--- src/hw/rtl/pidc_pkg.sv ---
`timescale 1ns / 1ps

package pidc_pkg;

    // Step counter width: eight control words
    localparam int PC_W   = 3;
    localparam int IDX_W  = 3;
    localparam int Q_FRAC = 16;
    localparam int OPD_W  = 33;             // multiplier operand width
    localparam int PRD_W  = 2 * OPD_W;      // full product width
    localparam int PQ_W   = PRD_W - Q_FRAC; // product back in Q34.16
    localparam int ACC_W  = PQ_W + 2;       // sum of three terms

    // Register indexes
    localparam logic [IDX_W-1:0] REG_KP     = 3'd0;
    localparam logic [IDX_W-1:0] REG_KI     = 3'd1;
    localparam logic [IDX_W-1:0] REG_KD     = 3'd2;
    localparam logic [IDX_W-1:0] REG_PERIOD = 3'd3;
    localparam logic [IDX_W-1:0] REG_RATE   = 3'd4;
    localparam logic [IDX_W-1:0] REG_LIMIT  = 3'd5;

    // Multiplier operand pair selects
    localparam logic [2:0] MS_NONE  = 3'd0;
    localparam logic [2:0] MS_DRATE = 3'd1;  // (err - prev) * rate
    localparam logic [2:0] MS_EPER  = 3'd2;  // err * period
    localparam logic [2:0] MS_KPERR = 3'd3;  // kp * err
    localparam logic [2:0] MS_KDDER = 3'd4;  // kd * deriv
    localparam logic [2:0] MS_KIINT = 3'd5;  // ki * integ

    // Datapath operations on the registered product
    localparam logic [2:0] OP_NOP      = 3'd0;
    localparam logic [2:0] OP_ERR      = 3'd1;
    localparam logic [2:0] OP_DERIV    = 3'd2;
    localparam logic [2:0] OP_INTEG    = 3'd3;
    localparam logic [2:0] OP_ACC_LOAD = 3'd4;
    localparam logic [2:0] OP_ACC_ADD  = 3'd5;
    localparam logic [2:0] OP_DONE     = 3'd6;

    typedef struct packed {
        logic [2:0] op;
        logic [2:0] msel;
        logic       wait_out;  // hold here while the result register is full
        logic       last;      // end of program
    } ctl_word_t;

    typedef struct packed {
        logic signed [31:0] kp;
        logic signed [31:0] ki;
        logic signed [31:0] kd;
        logic [30:0]        period;
        logic [30:0]        rate;
        logic [30:0]        limit;
    } cfg_t;

    // Control program, one word per step
    function automatic ctl_word_t ucode(input logic [PC_W-1:0] pc);
        ctl_word_t w;
        w = '{op: OP_NOP, msel: MS_NONE, wait_out: 1'b0, last: 1'b0};
        case (pc)
            3'd0: w.op = OP_ERR;
            3'd1: w.msel = MS_DRATE;
            3'd2: begin w.op = OP_DERIV;    w.msel = MS_EPER;  end
            3'd3: begin w.op = OP_INTEG;    w.msel = MS_KPERR; end
            3'd4: begin w.op = OP_ACC_LOAD; w.msel = MS_KDDER; end
            3'd5: begin w.op = OP_ACC_ADD;  w.msel = MS_KIINT; end
            3'd6: w.op = OP_ACC_ADD;
            3'd7: begin w.op = OP_DONE; w.wait_out = 1'b1; w.last = 1'b1; end
            default: w.op = OP_NOP;
        endcase
        return w;
    endfunction

    // Saturate a wide signed value to 32 bits
    function automatic logic signed [31:0] sat32(input logic signed [ACC_W-1:0] x);
        logic signed [31:0] r;
        if (x > $signed({{(ACC_W-32){1'b0}}, 32'h7fff_ffff}))
            r = 32'sh7fff_ffff;
        else if (x < $signed({{(ACC_W-32){1'b1}}, 32'h8000_0000}))
            r = 32'sh8000_0000;
        else
            r = x[31:0];
        return r;
    endfunction

endpackage

--- src/hw/rtl/pidc_datapath.sv ---
`timescale 1ns / 1ps

module pidc_datapath
    import pidc_pkg::*;
(
    input  logic               clk,
    input  logic               rst_n,
    input  cfg_t               cfg,
    input  logic               load,
    input  logic signed [31:0] in_setpoint,
    input  logic signed [31:0] in_measured,
    input  logic               step_en,
    input  ctl_word_t          ctl,
    output logic signed [31:0] drive
);

    logic signed [31:0]      sp_reg, fb_reg, err_reg, deriv_reg, integ_reg, drive_reg;
    logic signed [31:0]      prev_reg, isum_reg;
    logic signed [PRD_W-1:0] prod_reg;
    logic signed [ACC_W-1:0] acc_reg;

    logic signed [OPD_W-1:0] mul_a, mul_b;
    logic signed [PRD_W-1:0] mul_p;
    logic signed [PQ_W-1:0]  prod_q;
    logic signed [ACC_W-1:0] prod_x, err_wide, integ_sum, lim_pos, lim_neg;
    logic signed [31:0]      integ_clamp;

    // Pick multiplier operands
    always_comb
    begin
        case (ctl.msel)
            MS_DRATE:
            begin
                mul_a = {err_reg[31], err_reg} - {prev_reg[31], prev_reg};
                mul_b = {2'b00, cfg.rate};
            end
            MS_EPER:
            begin
                mul_a = {err_reg[31], err_reg};
                mul_b = {2'b00, cfg.period};
            end
            MS_KPERR:
            begin
                mul_a = {cfg.kp[31], cfg.kp};
                mul_b = {err_reg[31], err_reg};
            end
            MS_KDDER:
            begin
                mul_a = {cfg.kd[31], cfg.kd};
                mul_b = {deriv_reg[31], deriv_reg};
            end
            MS_KIINT:
            begin
                mul_a = {cfg.ki[31], cfg.ki};
                mul_b = {integ_reg[31], integ_reg};
            end
            default:
            begin
                mul_a = '0;
                mul_b = '0;
            end
        endcase
    end

    assign mul_p  = mul_a * mul_b;
    // Arithmetic shift by the fraction width rounds toward minus infinity
    assign prod_q = prod_reg[PRD_W-1:Q_FRAC];
    assign prod_x = {{(ACC_W-PQ_W){prod_q[PQ_W-1]}}, prod_q};

    assign err_wide = {{(ACC_W-32){sp_reg[31]}}, sp_reg}
                    - {{(ACC_W-32){fb_reg[31]}}, fb_reg};

    // Add integral step and clamp to the symmetric limit
    assign integ_sum = {{(ACC_W-32){isum_reg[31]}}, isum_reg} + prod_x;
    assign lim_pos   = {{(ACC_W-31){1'b0}}, cfg.limit};
    assign lim_neg   = -lim_pos;

    always_comb
    begin
        if (integ_sum > lim_pos)
            integ_clamp = lim_pos[31:0];
        else if (integ_sum < lim_neg)
            integ_clamp = lim_neg[31:0];
        else
            integ_clamp = integ_sum[31:0];
    end

    // Capture the item
    always_ff @(posedge clk)
    begin
        if (load)
        begin
            sp_reg <= in_setpoint;
            fb_reg <= in_measured;
        end
    end

    // Working registers driven by the control word
    always_ff @(posedge clk)
    begin
        if (step_en)
        begin
            if (ctl.msel != MS_NONE)
                prod_reg <= mul_p;
            case (ctl.op)
                OP_ERR:      err_reg   <= sat32(err_wide);
                OP_DERIV:    deriv_reg <= sat32(prod_x);
                OP_INTEG:    integ_reg <= integ_clamp;
                OP_ACC_LOAD: acc_reg   <= prod_x;
                OP_ACC_ADD:  acc_reg   <= acc_reg + prod_x;
                OP_DONE:     drive_reg <= sat32(acc_reg);
                default:     ;
            endcase
        end
    end

    // Controller state kept between ticks
    always_ff @(posedge clk or negedge rst_n)
    begin
        if (!rst_n)
        begin
            prev_reg <= '0;
            isum_reg <= '0;
        end
        else if (step_en && ctl.op == OP_DONE)
        begin
            prev_reg <= err_reg;
            isum_reg <= integ_reg;
        end
    end

    assign drive = drive_reg;

endmodule

--- src/hw/rtl/pid_controller_clamped_integral.sv ---
`timescale 1ns / 1ps

// PID controller with a clamped integral, values in Q16.16 (signed, but
// period, rate and limit unsigned). Each input item (setpoint, measured)
// yields one drive item. The error is saturated, the derivative is (error -
// previous error) * sample_rate saturated, and the integral adds error *
// sample_period and is clamped to +/- integral_limit. Each tick runs an
// eight-step control program over one shared 33x33 multiplier, and the next
// item is accepted the cycle after the program ends; the last step waits
// while a previous result has not been taken. Configuration writes (index
// 0..5: kp, ki, kd, period, rate, limit) are taken at any time and must only
// be made while no item is in flight.

module pid_controller_clamped_integral
    import pidc_pkg::*;
(
    input  logic              clk,
    input  logic              rst_n,
    // Input item stream
    input  logic              s_axis_tvalid,
    output logic              s_axis_tready,
    input  logic [63:0]       s_axis_tdata,   // [31:0] setpoint, [63:32] measured
    // Result item stream
    output logic              m_axis_tvalid,
    input  logic              m_axis_tready,
    output logic [31:0]       m_axis_tdata,   // [31:0] drive
    // Configuration writes
    input  logic              cfg_valid,
    output logic              cfg_ready,
    input  logic [IDX_W-1:0]  cfg_index,
    input  logic [31:0]       cfg_data
);

    logic            busy_reg, busy_next;
    logic [PC_W-1:0] pc_reg, pc_next;
    logic            out_valid_reg, out_valid_next;
    cfg_t            cfg_reg;
    ctl_word_t       ctl;
    logic            in_fire, out_fire, step_en, stall;
    logic            done_fire;

    assign ctl       = ucode(pc_reg);
    assign in_fire   = s_axis_tvalid && s_axis_tready;
    assign out_fire  = m_axis_tvalid && m_axis_tready;
    assign stall     = ctl.wait_out && out_valid_reg && !m_axis_tready;
    assign step_en   = busy_reg && !stall;
    assign done_fire = step_en && ctl.op == OP_DONE;

    assign s_axis_tready = !busy_reg;
    assign cfg_ready     = 1'b1;
    assign m_axis_tvalid = out_valid_reg;

    // Configuration registers
    always_ff @(posedge clk or negedge rst_n)
    begin
        if (!rst_n)
            cfg_reg <= '0;
        else if (cfg_valid)
        begin
            case (cfg_index)
                REG_KP:     cfg_reg.kp     <= cfg_data;
                REG_KI:     cfg_reg.ki     <= cfg_data;
                REG_KD:     cfg_reg.kd     <= cfg_data;
                REG_PERIOD: cfg_reg.period <= cfg_data[30:0];
                REG_RATE:   cfg_reg.rate   <= cfg_data[30:0];
                REG_LIMIT:  cfg_reg.limit  <= cfg_data[30:0];
                default:    ;
            endcase
        end
    end

    // Sequencer: start on accept, advance unless held, stop at the last word
    always_comb
    begin
        busy_next = busy_reg;
        pc_next   = pc_reg;
        if (in_fire)
        begin
            busy_next = 1'b1;
            pc_next   = '0;
        end
        else if (step_en)
        begin
            if (ctl.last)
                busy_next = 1'b0;
            else
                pc_next = pc_reg + 1'b1;
        end
    end

    // Result register handshake
    always_comb
    begin
        out_valid_next = out_valid_reg;
        if (done_fire)
            out_valid_next = 1'b1;
        else if (out_fire)
            out_valid_next = 1'b0;
    end

    always_ff @(posedge clk or negedge rst_n)
    begin
        if (!rst_n)
        begin
            busy_reg      <= 1'b0;
            pc_reg        <= '0;
            out_valid_reg <= 1'b0;
        end
        else
        begin
            busy_reg      <= busy_next;
            pc_reg        <= pc_next;
            out_valid_reg <= out_valid_next;
        end
    end

    pidc_datapath u_datapath (
        .clk         (clk),
        .rst_n       (rst_n),
        .cfg         (cfg_reg),
        .load        (in_fire),
        .in_setpoint (s_axis_tdata[31:0]),
        .in_measured (s_axis_tdata[63:32]),
        .step_en     (step_en),
        .ctl         (ctl),
        .drive       (m_axis_tdata)
    );

endmodule
--- config.mk ---
export PLATFORM = sky130hd
export DESIGN_NAME = pid_controller_clamped_integral
export DESIGN_NICKNAME = d
export VERILOG_FILES = /design/src/hw/rtl/pidc_pkg.sv /design/src/hw/rtl/pidc_datapath.sv /design/src/hw/rtl/pid_controller_clamped_integral.sv
export SDC_FILE = /design/constraint.sdc
export NUM_CORES = 2
export LEC_CHECK = 0
export ABC_AREA = 1
export CORE_ASPECT_RATIO = 0.9
export CORE_MARGIN = 4
export CORE_UTILIZATION = 30
export DETAILED_ROUTE_END_ITERATION = 8
export DONT_BUFFER_PORTS = 1
export HOLD_SLACK_MARGIN = 0.06
export SLEW_MARGIN = 10
export SYNTH_ARGS = -nofsm -noshare
export SYNTH_HDL_FRONTEND = slang
export SYNTH_SLANG_ARGS = --single-unit
--- constraint.sdc ---
create_clock -name clk -period 11.3 [get_ports clk]
set_input_delay 1.695 -clock clk [delete_from_list [all_inputs] [get_ports clk]]
set_output_delay 1.695 -clock clk [all_outputs]
set_load 0.1 [all_outputs]
==> metrics.txt <==
Max stage delay cell, worst path=nor2_1; Rel. slew slack=16.9%; GRT busiest layer=met1; xor/xnor cell area share of the yosys netlist=under 10%; row cnt=roughly 170; Initial Utilization=30.2%; total grt overflow=0; first-pass GRT wire length=401000 µm; largest family of logic cells by synthesized area=adder cells; Max Slew Vio Count=0; setup_tns=0 ns; cell taking the most area after synthesis=fa_1; crit path capture type=flop; die width=536 µm; vias in the first global route=61800; final std cells w/o fill=between 10000 and 15000; Hold Buf Count CTS=0; Routed Antenna Nets=0; Avg WL per Cell=21.2 µm; met2 Use GR=about 30%; Synth Instances=9341; Worst EP required=11.72 ns; initial drt markers=between 6000 and 7000; core outline area=250000 µm²; Total GRT Usage=about a fifth; final setup fails=0; met1 usage=approximately 30%; Detailed Routing Iterations Pass 1=6; Nets=between 10000 and 15000; status=complete, no violations; clock slew at reported path FFs=0.06 ns; Post-Synth Simple-Gate Area=18.6%; Max FO, Critical Path=35; Largest register FFs=189; Ys Warns=0; M3 GR Usage=5.04%; largest net degree at the start of global routing=259; clock skew=0.0544 ns; I/O pins=between 100 and 150; Inserted Clock Buffers=57; worst hold slack=approximately 0.49 ns; Synth Area in Compound Gates=9.10%; aggregate routed wire length=about 270000 µm; Layout area overhead=8.27%; layout cells sized above 1=4.67%; Area contributors post-synth=fa_1, edfxtp_1, nand2_1; Synth cell types=64; Synth top area share=30.5%; via density per instance=4.95; most frequent CP cell=fa_1; H-tree depth=2; delay of the slowest critical-path stage=about 0.67 ns; Final min period=10.85 ns; post-CTS setup buffers=0; # DRC=0; Final Core Density=32.7%; die area=259000 µm²; GP Congestion=a little over 1; fmax=0.0922 GHz; RSZ-0062 raised after global routing=no; Netlist Area Pre-Place=75300 µm²; WS Path Type=flop to flop; initial antenna violation count=15; mux share of post-synthesis cell area=0%; endpoints failing hold=0; period utilization=96.0%; hpwl dp=219000 µm; commonest non-fill, non-tap cells in the layout=nand2_1, inv_1, fa_1; port bufs=0; ys flop type=edfxtp_1; Worst-Skew Late Latency=0.69 ns; Critical Path AT=11.27 ns; CTS resizes=0; Max-Cap Viols=0; Critical Path Start Type=flop; Hold Path Class=flop to flop; maximum buffer depth of the clock tree=3; Clock Tree Root=clkbuf_16; Inst Count DP=approximately 13000; Die H=slightly below 500 µm; Post-Syn Area per Cell=8.06 µm²; # clock sinks=roughly 550; Post-synth ARST share=46.7%; Slew @ Worst Pin=1.23 ns; Synth Area in Adders=38.3%; CTS tree=done; Seq/Total Area, Yosys=20.3%; number of synthesized flops with an enable pin=294; total number of vias=between 60000 and 70000; Synth Net Count=approximately 11000; #FFs+latches synth=~550; leading cell type in the layout, fill and taps excluded=nand2_1
cells by family after synthesis:
family / after synthesis
AO/OA/AOI/OAI: 1241
XOR/XNOR: 154
adder cells (fa/ha/maj): 1616
buffers and inverters: 2334
flip-flops: 552
other: 1
AND/OR/NAND/NOR: 3443
per-layer routing:
metal / vias to the layer above / routed length [µm]
met4: 6 / 9540
met1: 30700 / 118000
met5: - / 34
met3: 401 / 28900
li1: 28600 / -
met2: 2963 / 111000
cell type report:
| type | instances | area (µm²) |
|---|---|---|
| sequential | 552 | 15300 |
| tap | 3344 | 4180 |
| antenna | 3 | 7.51 |
| clock inverter | 37 | 347 |
| timing repair buffer | 179 | 1410 |
| clock buffer | 69 | 1540 |
| fill | 26500 | 168000 |
| inverter | 2020 | 7580 |
| multi-input combinational | 6455 | 51200 |
metrics by stage:
step           setup slack, ns  instance area, µm²
6_report                 0.452               81600
5_1_grt                 0.0275               81600
4_1_cts                  0.658               81600
3_5_place_dp             0.683               79700
3_3_place_gp             0.695               79700
2_1_floorplan             1.98               75300
worst max-delay path, delay by kind of cell (launching register included):
| kind | cells | cell delay [ns] |
|---|---|---|
| simple gates | 9 | 1.69 |
| compound gates | 6 | 1.74 |
| fa+ha+maj | 10 | 4.99 |
| flops | 1 | 0.47 |
| buf+inv | 10 | 1.69 |
cell usage after synthesis (12+ instances only):
master and count:
a21o_1 12, a21oi_1 439, a221oi_1 21, a31oi_1 25, a32o_1 17, buf_1 13
buf_2 133, clkbuf_1 160, dfrtp_1 258, edfxtp_1 294, fa_1 1149, ha_1 467
inv_1 1990, inv_2 28, nand2_1 2107, nand2_2 33, nand3_1 273, nand4_1 63
nor2_1 784, nor2_2 18, nor3_1 70, nor4_1 31, o2111ai_1 14, o211ai_1 34
o21a_1 28, o21ai_0 572, o21ai_1 12, o21bai_1 19, or2_2 22, xnor2_1 46
xor2_1 107
final timing paths:
path                        startpoint                      end  slack, ns  cells past startpoint
setup / recovery             pc_reg[1]  u_datapath.prod_reg[58]       0.45                     35
hold / removal             cfg_reg[68]              cfg_reg[68]       0.49                      2
setup reg to reg             pc_reg[1]  u_datapath.prod_reg[58]       0.45                     35
hold reg to reg            cfg_reg[68]              cfg_reg[68]       0.49                      2
max in group asynchronous        rst_n  u_datapath.isum_reg[29]      10.13                      0
min in group asynchronous        rst_n              cfg_reg[95]       0.72                      0
Power is left out: the tool's default activity adds up to more than one toggle a clock period on the data nets, which glitch-free logic cannot reach.
